`src/rtl/sphlb_pkg.sv`:
```
// Package: types and constants for the SPI packet header and length budget block.
`timescale 1ns / 1ps

package sphlb_pkg;

  // Padding cap, header marker and header size in bytes
  localparam logic [15:0] PAD_BYTES = 16'd16384;
  localparam logic [15:0] SYNC_MARK = 16'hCAFE;
  localparam logic [15:0] HDR_BYTES = 16'd8;

  // Register widths and reset values
  localparam int unsigned LIMIT_W    = 15;
  localparam int unsigned MISS_W     = 14;
  localparam int unsigned CFG_DATA_W = 15;
  localparam int unsigned CFG_IDX_W  = 2;

  localparam logic [LIMIT_W-1:0] LIMIT_FIRST_RST  = 15'd1024;
  localparam logic [LIMIT_W-1:0] LIMIT_SECOND_RST = 15'd20480;
  localparam logic [MISS_W-1:0]  MISS_LIMIT_RST   = 14'd10000;

  // Register indexes
  localparam logic [CFG_IDX_W-1:0] REG_LIMIT_FIRST  = 2'd0;
  localparam logic [CFG_IDX_W-1:0] REG_LIMIT_SECOND = 2'd1;
  localparam logic [CFG_IDX_W-1:0] REG_MISS_LIMIT   = 2'd2;

  // Request codes
  localparam logic [1:0] REQ_OPEN   = 2'd0;
  localparam logic [1:0] REQ_HEADER = 2'd1;
  localparam logic [1:0] REQ_XFER   = 2'd2;

  // Status codes
  localparam logic [2:0] ST_OPENED   = 3'd0;
  localparam logic [2:0] ST_TAKEN    = 3'd1;
  localparam logic [2:0] ST_HDR_OK   = 3'd2;
  localparam logic [2:0] ST_MISMATCH = 3'd3;
  localparam logic [2:0] ST_SYNC_ERR = 3'd4;
  localparam logic [2:0] ST_GRANTED  = 3'd5;
  localparam logic [2:0] ST_CLAMPED  = 3'd6;

  typedef struct packed {
    logic [1:0]  req_type;
    logic        target;
    logic [7:0]  expected_code;
    logic        any_code;
    logic [15:0] header_word;
    logic [15:0] xfer_count;
    logic        xfer_rest;
  } req_t;

  typedef struct packed {
    logic [2:0]  status;
    logic [15:0] pad_count;
    logic [15:0] grant_count;
    logic [15:0] remaining;
    logic        unlimited;
    logic [7:0]  atn_code;
    logic        limit_hit;
  } rsp_t;

endpackage

```
`src/rtl/spi_packet_header_and_length_budget.sv`:
```
// Top level: header sync, attention code check and byte budget for framed SPI packets.
//
//   channel | direction | handshake              | payload
//   --------+-----------+------------------------+-------------------
//   request | in        | in_valid_i, in_stall_o | in_data_i (req_t)
//   result  | out       | out_valid_o, out_stall_i | out_data_o (rsp_t)
//   config  | in        | cfg_we_i               | cfg_idx_i, cfg_data_i
//
// The state update and the result are formed in the accepting cycle and the
// result sits in the output register in the cycle after.
// One beat per cycle is sustained while the result side takes beats.
// Reset puts the header tracker idle with no budget in force and loads the
// register defaults. A stalled result holds; a new beat is taken only when the
// output register is empty or being emptied in the same cycle.
`timescale 1ns / 1ps

module spi_packet_header_and_length_budget (
  input  logic                                 clk_i,
  input  logic                                 rst_ni,
  input  logic                                 in_valid_i,
  output logic                                 in_stall_o,
  input  sphlb_pkg::req_t                      in_data_i,
  output logic                                 out_valid_o,
  input  logic                                 out_stall_i,
  output sphlb_pkg::rsp_t                      out_data_o,
  input  logic                                 cfg_we_i,
  input  logic [sphlb_pkg::CFG_IDX_W-1:0]      cfg_idx_i,
  input  logic [sphlb_pkg::CFG_DATA_W-1:0]     cfg_data_i
);

  typedef enum logic [2:0] {
    PH_IDLE,
    PH_HUNT,
    PH_CODE,
    PH_TX,
    PH_RX
  } phase_e;

  phase_e                            phase_q, phase_d;
  logic [sphlb_pkg::MISS_W-1:0]      miss_q, miss_d;
  logic [15:0]                       budget_q, budget_d;
  logic                              off_q, off_d;
  logic                              tgt_q, tgt_d;
  logic [7:0]                        want_q, want_d;
  logic                              any_q, any_d;
  logic [7:0]                        got_q, got_d;
  logic [15:0]                       txw_q, txw_d;

  logic [sphlb_pkg::LIMIT_W-1:0]     lim_first_q, lim_second_q;
  logic [sphlb_pkg::MISS_W-1:0]      miss_lim_q;

  logic                              out_valid_q;
  sphlb_pkg::rsp_t                   out_q, rsp_d;
  logic                              in_acc;

  logic [sphlb_pkg::LIMIT_W-1:0]     lim;
  logic [15:0]                       lim_ext;
  logic [sphlb_pkg::LIMIT_W-1:0]     tx_cl, rx_cl;
  logic [15:0]                       tx_b2, rx_b2, tx_bytes, rx_bytes;
  logic [sphlb_pkg::MISS_W-1:0]      miss_inc;
  logic [15:0]                       cnt_eff;

  // Take a beat when the output register is free or drains this cycle
  assign in_stall_o  = out_valid_q && out_stall_i;
  assign in_acc      = in_valid_i && !in_stall_o;
  assign out_valid_o = out_valid_q;
  assign out_data_o  = out_q;

  // Clamp header lengths to the selected target's limit and convert to bytes
  assign lim      = tgt_q ? lim_second_q : lim_first_q;
  assign lim_ext  = {1'b0, lim};
  assign tx_cl    = (txw_q > lim_ext) ? lim : txw_q[sphlb_pkg::LIMIT_W-1:0];
  assign rx_cl    = (in_data_i.header_word > lim_ext) ? lim
                    : in_data_i.header_word[sphlb_pkg::LIMIT_W-1:0];
  assign tx_b2    = {tx_cl, 1'b0};
  assign rx_b2    = {rx_cl, 1'b0};
  assign tx_bytes = (tx_b2 >= sphlb_pkg::HDR_BYTES) ? tx_b2 - sphlb_pkg::HDR_BYTES : 16'd0;
  assign rx_bytes = (rx_b2 >= sphlb_pkg::HDR_BYTES) ? rx_b2 - sphlb_pkg::HDR_BYTES : 16'd0;
  assign miss_inc = miss_q + 1'b1;
  assign cnt_eff  = in_data_i.xfer_rest ? budget_q : in_data_i.xfer_count;

  // Work out the next state and the result of the current beat
  always_comb begin
    phase_d  = phase_q;
    miss_d   = miss_q;
    budget_d = budget_q;
    off_d    = off_q;
    tgt_d    = tgt_q;
    want_d   = want_q;
    any_d    = any_q;
    got_d    = got_q;
    txw_d    = txw_q;
    rsp_d    = '0;
    rsp_d.status = sphlb_pkg::ST_TAKEN;
    case (in_data_i.req_type)
      sphlb_pkg::REQ_OPEN: begin
        if (!off_q && budget_q != 16'd0) begin
          rsp_d.pad_count = (budget_q < sphlb_pkg::PAD_BYTES) ? budget_q
                            : sphlb_pkg::PAD_BYTES;
        end
        off_d    = 1'b1;
        budget_d = '0;
        tgt_d    = in_data_i.target;
        want_d   = in_data_i.expected_code;
        any_d    = in_data_i.any_code;
        got_d    = '0;
        miss_d   = '0;
        phase_d  = PH_HUNT;
        rsp_d.status = sphlb_pkg::ST_OPENED;
      end
      sphlb_pkg::REQ_HEADER: begin
        unique case (phase_q)
          PH_HUNT: begin
            if (in_data_i.header_word == sphlb_pkg::SYNC_MARK) begin
              phase_d = PH_CODE;
            end else begin
              miss_d = miss_inc;
              if (miss_inc >= miss_lim_q) begin
                phase_d = PH_IDLE;
                rsp_d.status = sphlb_pkg::ST_SYNC_ERR;
              end
            end
          end
          PH_CODE: begin
            got_d   = in_data_i.header_word[7:0];
            phase_d = PH_TX;
          end
          PH_TX: begin
            txw_d   = in_data_i.header_word;
            phase_d = PH_RX;
          end
          PH_RX: begin
            rsp_d.limit_hit = (txw_q > lim_ext) || (in_data_i.header_word > lim_ext);
            budget_d = (tx_bytes >= rx_bytes) ? tx_bytes : rx_bytes;
            off_d    = 1'b0;
            phase_d  = PH_IDLE;
            rsp_d.status = (any_q || got_q == want_q) ? sphlb_pkg::ST_HDR_OK
                           : sphlb_pkg::ST_MISMATCH;
          end
          default: begin
            // Idle: drop the word
          end
        endcase
      end
      sphlb_pkg::REQ_XFER: begin
        rsp_d.status = sphlb_pkg::ST_GRANTED;
        if (off_q) begin
          rsp_d.grant_count = in_data_i.xfer_rest ? 16'd0 : in_data_i.xfer_count;
        end else if (cnt_eff > budget_q) begin
          rsp_d.grant_count = budget_q;
          budget_d = '0;
          rsp_d.status = sphlb_pkg::ST_CLAMPED;
        end else begin
          rsp_d.grant_count = cnt_eff;
          budget_d = budget_q - cnt_eff;
        end
      end
      default: begin
        // Unknown request: report word taken, change nothing
      end
    endcase
    rsp_d.remaining = off_d ? 16'd0 : budget_d;
    rsp_d.unlimited = off_d;
    rsp_d.atn_code  = got_d;
  end

  // Hold the tracker state and the output valid
  always_ff @(posedge clk_i or negedge rst_ni) begin
    if (!rst_ni) begin
      phase_q     <= PH_IDLE;
      miss_q      <= '0;
      budget_q    <= '0;
      off_q       <= 1'b1;
      tgt_q       <= 1'b0;
      want_q      <= '0;
      any_q       <= 1'b0;
      got_q       <= '0;
      txw_q       <= '0;
      out_valid_q <= 1'b0;
    end else begin
      if (in_acc) begin
        phase_q  <= phase_d;
        miss_q   <= miss_d;
        budget_q <= budget_d;
        off_q    <= off_d;
        tgt_q    <= tgt_d;
        want_q   <= want_d;
        any_q    <= any_d;
        got_q    <= got_d;
        txw_q    <= txw_d;
      end
      if (in_acc) begin
        out_valid_q <= 1'b1;
      end else if (!out_stall_i) begin
        out_valid_q <= 1'b0;
      end
    end
  end

  // Load the result register
  always_ff @(posedge clk_i) begin
    if (in_acc) begin
      out_q <= rsp_d;
    end
  end

  // Write the configuration registers
  always_ff @(posedge clk_i or negedge rst_ni) begin
    if (!rst_ni) begin
      lim_first_q  <= sphlb_pkg::LIMIT_FIRST_RST;
      lim_second_q <= sphlb_pkg::LIMIT_SECOND_RST;
      miss_lim_q   <= sphlb_pkg::MISS_LIMIT_RST;
    end else if (cfg_we_i) begin
      unique case (cfg_idx_i)
        sphlb_pkg::REG_LIMIT_FIRST:  lim_first_q  <= cfg_data_i[sphlb_pkg::LIMIT_W-1:0];
        sphlb_pkg::REG_LIMIT_SECOND: lim_second_q <= cfg_data_i[sphlb_pkg::LIMIT_W-1:0];
        sphlb_pkg::REG_MISS_LIMIT:   miss_lim_q   <= cfg_data_i[sphlb_pkg::MISS_W-1:0];
        default: begin
          // Unmapped index: ignore the write
        end
      endcase
    end
  end

  // No budget is in force while a header is being parsed
  a_hdr_unlimited: assert property (@(posedge clk_i) disable iff (!rst_ni)
    (phase_q != PH_IDLE) |-> off_q)
    else $error("budget in force during header parse");

  // An unlimited budget carries no bytes
  a_off_empty: assert property (@(posedge clk_i) disable iff (!rst_ni)
    off_q |-> (budget_q == 16'd0))
    else $error("budget bytes left while unlimited");

  // An open starts the marker hunt
  a_open_hunt: assert property (@(posedge clk_i) disable iff (!rst_ni)
    (in_acc && in_data_i.req_type == sphlb_pkg::REQ_OPEN) |=> (phase_q == PH_HUNT))
    else $error("open did not start marker hunt");

  // Every accepted beat yields a result
  a_beat_result: assert property (@(posedge clk_i) disable iff (!rst_ni)
    in_acc |=> out_valid_q)
    else $error("accepted beat produced no result");

endmodule

```
`config.mk`:
```
export PLATFORM = sky130hd
export DESIGN_NAME = spi_packet_header_and_length_budget
export DESIGN_NICKNAME = d
export VERILOG_FILES = /design/src/rtl/sphlb_pkg.sv /design/src/rtl/spi_packet_header_and_length_budget.sv
export SDC_FILE = /design/constraint.sdc
export NUM_CORES = 1
export LEC_CHECK = 0
export BUFFER_PORTS_ARGS = -buffer_cell sky130_fd_sc_hd__buf_4
export CORE_MARGIN = 3
export CORE_UTILIZATION = 49
export CTS_CLUSTER_SIZE = 8
export DETAILED_ROUTE_END_ITERATION = 8
export PLACE_DENSITY = 0.66
export SKIP_CTS_REPAIR_TIMING = 1
export SYNTH_ARGS = -nofsm -noshare
export SYNTH_HDL_FRONTEND = slang
export SYNTH_SLANG_ARGS = --single-unit
```
`constraint.sdc`:
```
create_clock -name clk_i -period 8 [get_ports clk_i]
set_clock_uncertainty 0.2 [all_clocks]
set_input_delay 1.6 -clock clk_i [delete_from_list [all_inputs] [get_ports clk_i]]
set_output_delay 1.6 -clock clk_i [all_outputs]
set_load 0.005 [all_outputs]
```
==> results of run 1 <==
-- how the worst max path moves through the flow --
stage	startpoint	end	cells after the start
floorplan	in_data_i[18]	out_data_o[15]$_SDFFCE_PP0P_	31
global route	tgt_q$_DFFE_PN0P_	out_data_o[17]$_SDFFCE_PP0P_	29
global placement	in_data_i[24]	out_data_o[17]$_SDFFCE_PP0P_	28
detailed placement	in_data_i[18]	out_data_o[17]$_SDFFCE_PP0P_	29
finish	tgt_q$_DFFE_PN0P_	out_data_o[17]$_SDFFCE_PP0P_	30
CTS	tgt_q$_DFFE_PN0P_	out_data_o[17]$_SDFFCE_PP0P_	30
-- worst max-delay path, delay by kind of cell (launching register included) --
kind                     cells  cell delay (ps)
AO/OA/AOI/OAI               12             2380
AND/OR/NAND/NOR              9             1420
flip-flops                   1             1030
multiplexers                 2              760
adder cells (fa/ha/maj)      3              680
buffers and inverters        4              650
-- logic make-up (layout without fill, tap and decap cells) --
kind of cell	count (synthesis)	count (layout)	share of synthesized area [%]
buf+inv	96	224	3.17
fa+ha+maj	81	81	8.46
xor+xnor	48	48	3.48
mux	118	118	10.6
simple gates	413	413	17.6
flops	174	174	38.7
compound gates	324	324	17.9
other cells	1	1	0.0311
-- routing by layer --
layer | vias up | global-route usage (%) | share of wire (%)
li1 | 4865 | - | -
met1 | 4874 | 38.2 | 45
met2 | 417 | 41.7 | 45
met3 | 65 | 4.15 | 7.4
met4 | 0 | 8.84 | 2.9
met5 | - | 0 | 0
-- placed cells by master, fill, tap and decap left out, types with 5 or more instances in the layout --
cell type  Yosys  layout
a211oi_1      10      10
nand2b_1      23      23
a21oi_1       74      74
o21ai_0       86      86
xor2_1        23      23
nand2_1       96      96
dfstp_2        9       9
edfxtp_1      61      61
buf_4          1     149
a31oi_1        7       7
clkbuf_16      0      17
xnor2_1       25      25
o211ai_1       7       7
nor4_1        11      11
nor2b_1       11      11
or3_1          6       6
nand4_1       16      16
or2_2          6       6
nand3_1       32      32
o21ai_1        8       8
mux2i_1       39      39
a21o_1        19      19
and2_1        27      27
and3_1        10      10
inv_1         43      42
a22oi_1       37      37
dfrtp_1      104     104
nor2_1       116     116
o21a_1        11      11
nor3b_1        8       7
o31a_1         5       5
o31ai_1        5       5
mux2_2        77      77
ha_1          80      80
nor3_1        22      22
-- state kept, by name, indices dropped and copies added, names as in the netlist --
register	cells
lim_first_q	15
want_q	8
out_data_o	61
phase_q	3
any_q	1
out_valid_o	1
got_q	8
tgt_q	1
off_q	1
txw_q	16
miss_lim_q	14
miss_q	14
budget_q	16
lim_second_q	15
-- where the power goes --
part           leakage, nW  switching, mW  total [mW]  internal (mW)
combinational         3.98          0.695        1.22          0.524
clock                0.296          0.435       0.863          0.428
sequential            1.99          0.153        1.20           1.04
-- cell type report --
class                           instances  area [sq um]  share of cell area (%)
Tap cell                              319           399                    2.86
Clock buffer                           17           425                    3.04
Clock inverter                         15           180                    1.29
Multi-Input combinational cell        985          7020                    50.2
Sequential cell                       174          4670                    33.4
Inverter                               43           161                    1.15
Timing Repair Buffer                  149          1120                    8.00
-- through the flow --
stage / power, mW / setup slack, ps
5_1_grt: 3.47 / 82.7
6_report: 3.28 / 608
2_1_floorplan: 2.02 / 664
4_1_cts: 3.28 / 636
3_5_place_dp: 2.41 / 630
3_3_place_gp: 2.39 / 693
==> flow_summary.json, run 1 <==
{
  "timing.fmax_ghz": 0.135,
  "placedCellCount": 1670,
  "final_antenna_net_count": 0,
  "grt_pass1_vias": 9756,
  "fin_crit_sh_pct": 92.4,
  "die_h_um": 163,
  "port_buffers": 129,
  "place_area_sq_mm": 0.0134,
  "start_util_pct": 50.7,
  "pin_count": 130,
  "fin_nets": 1518,
  "cts_tree": "yes",
  "die_w_um": 163,
  "seq_area_frac_synth_pct": 38.7,
  "setup_viol": 0,
  "ys_seq_elements": 174,
  "worstPathMaxFanout": 24,
  "synth_area_leader_cell": "dfrtp_1",
  "ys_warn_count": 0,
  "synth.distinct_cells": 97,
  "ys_top_cells_by_area": "dfrtp_1 (22%), edfxtp_1 (15%), ha_1 (8.3%)",
  "num_vias": 10221,
  "ir_drop_mv": 0.146,
  "via_per_inst": 6.01,
  "tightest_slew_ps": 1260,
  "relSlewSlack_pct": 15.9,
  "fin_cells": 1702,
  "synthArstFlopShare_pct": 64.9,
  "cpPeakStageDelay_ps": 1030,
  "synth_cells": 1255,
  "cts_root_buf": "clkbuf_16",
  "cp-start-kind": "register",
  "dpl.hpwl_um": 26800,
  "diodes": 0,
  "layout_min_cycle_time_ps": 7390,
  "synth_fp_nets": 1403,
  "wl_per_cell_um": 20.7,
  "synth_area_sq_mm": 0.0121,
  "tns_ps": 0,
  "clockBufferDepth": 2,
  "num-fill-cells": 2133,
  "grt_max_degree": 79,
  "rsz0062_at_grt": "no",
  "synth-edff-count": 61,
  "synthTopCellsByCount": "nor2_1 (116), dfrtp_1 (104), nand2_1 (96)",
  "cp.arrival_ps": 7370,
  "worst_hold_slack_ps": 307,
  "grt-ovfl-total": 0,
  "drv_cap": 0,
  "avgSynthCellArea_sq_um": 9.62,
  "htree_levels": 4,
  "numCtsBuffers": 17,
  "r2r_slack_ps": 610,
  "drc": 0,
  "syn2layout_area_growth_pct": 15.8,
  "dr.pass1.iters": 5,
  "cts.sinks": 174,
  "status": "finished clean",
  "critical_path_class": "register to register",
  "drt_wl_total_um": 35300,
  "reg2reg_from": "tgt_q$_DFFE_PN0P_",
  "drt_iter0_markers": 951,
  "min_to": "miss_q[13]$_DFFE_PN0P_",
  "place_congestion": 0.976,
  "grt_pass1_wl_um": 55300,
  "clk_latency_ps": 440,
  "drive_gt1_share_pct": 22.1,
  "crit_slowest_cell": "dfrtp_1",
  "report.final.slew_viol_count": 0,
  "worstReg2RegEnd": "out_data_o[17]$_SDFFCE_PP0P_",
  "antenna_found_initial": 0,
  "hold_viol_final": 0,
  "core_sq_mm": 0.0238,
  "synth_ff_type": "dfrtp_1",
  "hold_path.class": "register to register",
  "crit_required_ps": 7980,
  "fin_util_pct": 58.7,
  "cellLeakagePower_nw": 6.27,
  "yosysMostFrequentCell": "nor2_1",
  "hp-start": "miss_q[13]$_DFFE_PN0P_",
  "rows": 56,
  "powerDensity_mw_per_mm2": 235,
  "die_area_sq_mm": 0.0266,
  "stdcell_area_sq_mm": 0.0140,
  "path_clk_slew_ps": 80,
  "hold_depth": 2,
  "cp-end-kind": "register",
  "track_usage_pct": 26.7,
  "synth_top_cell_area_share_pct": 21.6,
  "r2r_cells": 30
}
Power figures use the tool's default switching activity.
==> run 2: changes to the inputs <==
==> constraint.sdc (replaced) <==
create_clock -name clk_i -period 8 [get_ports clk_i]
set_clock_uncertainty 0.2 [all_clocks]
set_input_delay 0.8 -clock clk_i [delete_from_list [all_inputs] [get_ports clk_i]]
set_output_delay 0.8 -clock clk_i [all_outputs]
set_load 0.005 [all_outputs]
==> flow_summary.json, run 2 (synthesis gave the netlist of run 1 again) <==
{
  "cts_tree": "yes",
  "hold_path.class": "input pin to asynchronous set/reset pin",
  "path_clk_slew_ps": 80,
  "place_congestion": 0.962,
  "cts_root_buf": "clkbuf_16",
  "die_h_um": 163,
  "intPower_mw": 1.99,
  "crit_required_ps": 7980,
  "grt-ovfl-total": 0,
  "via_per_inst": 6.02,
  "relSlewSlack_pct": 14.0,
  "clk_latency_ps": 450,
  "rows": 56,
  "htree_levels": 4,
  "fin_crit_sh_pct": 92.9,
  "fin_nets": 1513,
  "power_frac_clock_pct": 26.3,
  "powerDensity_mw_per_mm2": 235,
  "critical_path_class": "register to register",
  "ir_drop_mv": 0.146,
  "stdcell_area_sq_mm": 0.0139,
  "switchingPower_mw": 1.29,
  "cp-end-kind": "register",
  "seqPwrFrac_pct": 36.5,
  "cellLeakagePower_nw": 6.24,
  "num_vias": 10214,
  "setup_viol": 0,
  "mostFrequentLayoutCell": "buf_4",
  "p_comb_share_pct": 37.2,
  "drt_wl_total_um": 36200,
  "drt_iter0_markers": 876,
  "tns_ps": 0,
  "dr.pass1.iters": 5,
  "antenna_found_initial": 0,
  "final_antenna_net_count": 0,
  "grt_max_degree": 74,
  "numCtsBuffers": 17,
  "worstPathMaxFanout": 24,
  "grt_pass1_wl_um": 56000,
  "hold_viol_final": 0,
  "rsz0062_at_grt": "no",
  "layout_min_cycle_time_ps": 7430,
  "die_area_sq_mm": 0.0266,
  "cts.sinks": 174,
  "place_area_sq_mm": 0.0133,
  "pin_count": 130,
  "cp.arrival_ps": 7410,
  "drv_cap": 0,
  "largest_reg_flops": 61,
  "timing.fmax_ghz": 0.135,
  "p_sw_share_pct": 39.4,
  "port_buffers": 129,
  "cp-start-kind": "register",
  "layout_common_cells": "buf_4 (144), nor2_1 (116), dfrtp_1 (103)",
  "drive_gt1_share_pct": 22.0,
  "report.final.slew_viol_count": 0,
  "clockBufferDepth": 2,
  "wl_per_cell_um": 21.3,
  "track_usage_pct": 27.3,
  "syn2layout_area_growth_pct": 15.6,
  "grt_pass1_vias": 9694,
  "drc": 0,
  "core_sq_mm": 0.0238,
  "tightest_slew_ps": 1290,
  "status": "finished clean",
  "diodes": 0,
  "dpl.hpwl_um": 27500,
  "start_util_pct": 50.7,
  "die_w_um": 163
}
[run 2: worst paths after layout]
kind | startpoint | endpoint | slack [ps] | cells past startpoint
setup / recovery | tgt_q$_DFFE_PN0P_ | out_data_o[17]$_SDFFCE_PP0P_ | 570 | 27
hold / removal | rst_ni | lim_second_q[7]$_DFFE_PN0P_ | 170 | 1
setup reg to reg | tgt_q$_DFFE_PN0P_ | out_data_o[17]$_SDFFCE_PP0P_ | 570 | 27
hold reg to reg | miss_q[13]$_DFFE_PN0P_ | miss_q[13]$_DFFE_PN0P_ | 300 | 2
max in group asynchronous | rst_ni | tgt_q$_DFFE_PN0P_ | 6060 | 2
min in group clk_i | miss_q[13]$_DFFE_PN0P_ | miss_q[13]$_DFFE_PN0P_ | 300 | 2
[run 2: critical path, stage by stage, from the launching register on]
cell and delay, ps:
dfrtp_2 770, mux2i_2 700, ha_1 390, nand3_1 210
nor4_2 100, and2_1 200, a21oi_2 300, nand2_1 230
o21ai_0 480, ha_1 240, inv_1 40, a2111oi_1 290
o2111ai_1 220, and3_4 320, nor2_2 170, ha_1 180
nand2_1 50, o21ai_0 160, nand3_1 90, a21boi_0 190
o31ai_1 90, a21oi_1 150, o22a_1 370, buf_4 290
nor2_1 60, a211oi_1 350, a21oi_1 100, nor3b_1 190
[run 2: layer usage]
metal / wire length, um / track usage [%] / share of wire [%]
met1: 15800 / 37.2 / 44
met2: 16400 / 43.1 / 45
met3: 2430 / 5.01 / 6.7
met4: 1470 / 11.5 / 4.1
met5: 0 / 0 / 0
[run 2: area by class of cell]
| type | count | area [sq um] |
|---|---|---|
| Clock buffer | 17 | 425 |
| Sequential cell | 174 | 4670 |
| Tap cell | 319 | 399 |
| Multi-Input combinational cell | 985 | 7030 |
| Timing Repair Buffer | 144 | 1080 |
| Fill cell | 2143 | 9870 |
| Inverter | 43 | 161 |
| Clock inverter | 15 | 180 |
[run 2: metrics by stage]
stage	utilization [%]	setup slack, ps	power (mW)	hold WS (ps)	std cells
floorplan	-	1190	2.02	266	1255
global route	58.6	118	3.48	204	1697
global placement	56.0	422	2.41	279	1665
detailed placement	56.0	257	2.41	282	1665
finish	58.6	568	3.28	168	1697
CTS	58.5	142	3.28	195	1697
[run 2: power by group through the flow]
stage / Clock [mW] / Combinational (mW) / Sequential [mW]
3_5_place_dp: 0 / 1.20 / 1.21
6_report: 0.862 / 1.22 / 1.20
3_3_place_gp: 0 / 1.20 / 1.21
5_1_grt: 0.911 / 1.35 / 1.22
2_1_floorplan: 0 / 0.873 / 1.15
4_1_cts: 0.876 / 1.21 / 1.19
==> run 3: changes to the inputs <==
Settings changed: CORE_MARGIN 3 to not set, RECOVER_POWER set to 25.
==> flow_summary.json, run 3 (synthesis gave the netlist of run 1 again) <==
{
  "num_vias": 10116,
  "critical_path_class": "register to register",
  "r2r_slack_ps": 470,
  "cp-start-kind": "register",
  "pin_count": 130,
  "dpl.hpwl_um": 25900,
  "die_h_um": 159,
  "relSlewSlack_pct": -112,
  "grt_max_degree": 73,
  "seqPwrFrac_pct": 36.7,
  "worstPathMaxFanout": 29,
  "cellLeakagePower_nw": 6.22,
  "hold_viol_final": 0,
  "start_util_pct": 49.8,
  "cp-end-kind": "register",
  "status": "finished, violations left",
  "drc": 0,
  "worst_hold_slack_ps": 308,
  "via_per_inst": 5.93,
  "drt_iter0_markers": 933,
  "cts.sinks": 174,
  "setup_viol": 0,
  "diodes": 0,
  "failed_checks": "max-capacitance violations, max-slew violations",
  "switchingPower_mw": 1.25,
  "timing.fmax_ghz": 0.133,
  "fin_crit_sh_pct": 94.1,
  "die_w_um": 159,
  "p_comb_share_pct": 37.8,
  "antenna_found_initial": 0,
  "report.final.slew_viol_count": 58,
  "grt_pass1_wl_um": 54600,
  "core_sq_mm": 0.0242,
  "path_clk_slew_ps": 80,
  "layout_common_cells": "buf_4 (120), nor2_1 (116), dfrtp_1 (104)",
  "tightest_slew_ps": 3180,
  "fin_nets": 1518,
  "num-fill-cells": 2203,
  "clockBufferDepth": 2,
  "largest_reg_flops": 61,
  "drv_cap": 1,
  "place_congestion": 0.970,
  "htree_levels": 4,
  "fin_total_pwr_mw": 3.25,
  "track_usage_pct": 27.5,
  "intPower_mw": 2.00,
  "grt_pass1_vias": 9756,
  "syn2layout_area_growth_pct": 15.4,
  "powerDensity_mw_per_mm2": 233,
  "port_buffers": 129,
  "crit_slowest_cell": "dfrtp_1",
  "multi_input_area_sq_mm": 0.00702,
  "drt_wl_total_um": 34200,
  "seqCellArea_sq_mm": 0.00467,
  "cpPeakStageDelay_ps": 1040,
  "hold_path.class": "register to register",
  "wl_per_cell_um": 20.0,
  "rsz0062_at_grt": "no",
  "grt-ovfl-total": 0,
  "numCtsBuffers": 17,
  "place_area_sq_mm": 0.0134,
  "dr.pass1.iters": 6,
  "clk_latency_ps": 440,
  "rows": 57,
  "tns_ps": 0,
  "critPathMostFrequentCell": "a21oi_1",
  "layout_min_cycle_time_ps": 7530,
  "stdcell_area_sq_mm": 0.0139,
  "cts_tree": "yes",
  "crit_required_ps": 8100,
  "p_sw_share_pct": 38.5,
  "ir_drop_mv": 0.138,
  "power_frac_clock_pct": 25.5,
  "cp.arrival_ps": 7620,
  "mostFrequentLayoutCell": "buf_4",
  "die_area_sq_mm": 0.0253,
  "cts_root_buf": "clkbuf_16",
  "drive_gt1_share_pct": 21.5,
  "final_antenna_net_count": 0
}
-- run 3: per-stage QoR --
stage,std cells,utilization [%],worst slack (ps)
3_3_place_gp,1675,55.2,836
6_report,1707,57.4,475
2_1_floorplan,1255,-,1190
3_5_place_dp,1675,55.2,668
4_1_cts,1707,57.5,664
5_1_grt,1707,57.4,57.8
-- run 3: critical path: cells and delay by family (launching register included) --
kind	cells	cell delay, ps
DFF	1	1040
buffers and inverters	1	50
muxes	1	600
and+or+nand+nor	5	820
AOI/OAI and AO/OA	15	3780
adders and majority gates	3	860
-- run 3: layer usage --
layer | GRT usage [%] | part of all wire, % | up-vias
met5 | 0 | 0 | -
met2 | 44.4 | 46 | 349
li1 | - | - | 4860
met4 | 9.53 | 2.9 | 0
met3 | 3.26 | 5.2 | 63
met1 | 38.4 | 46 | 4844
-- run 3: power groups by stage --
stage               combinational [mW]  sequential, mW  clock [mW]
floorplan                        0.873            1.15           0
global placement                  1.19            1.20           0
detailed placement                1.21            1.21           0
CTS                               1.21            1.19       0.835
global route                      1.36            1.21       0.866
finish                            1.23            1.19       0.831
-- run 3: area by class of cell --
cell class | instances | area share [%]
multi-input cells | 985 | 50.4
clock buffers | 19 | 3.18
inverters | 43 | 1.16
flip-flops and latches | 174 | 33.5
repair buffers | 149 | 7.92
well taps | 324 | 2.91
clock inverters | 13 | 0.898
-- run 3: path summary, 6_finish.rpt --
path	endpoint	from	cells past startpoint
setup / recovery	out_data_o[24]$_SDFFCE_PP0P_	tgt_q$_DFFE_PN0P_	25
hold / removal	miss_q[13]$_DFFE_PN0P_	miss_q[13]$_DFFE_PN0P_	2
setup reg to reg	out_data_o[24]$_SDFFCE_PP0P_	tgt_q$_DFFE_PN0P_	25
hold reg to reg	miss_q[13]$_DFFE_PN0P_	miss_q[13]$_DFFE_PN0P_	2
max in group asynchronous	budget_q[8]$_DFFE_PN0P_	rst_ni	2
min in group asynchronous	miss_q[10]$_DFFE_PN0P_	rst_ni	1
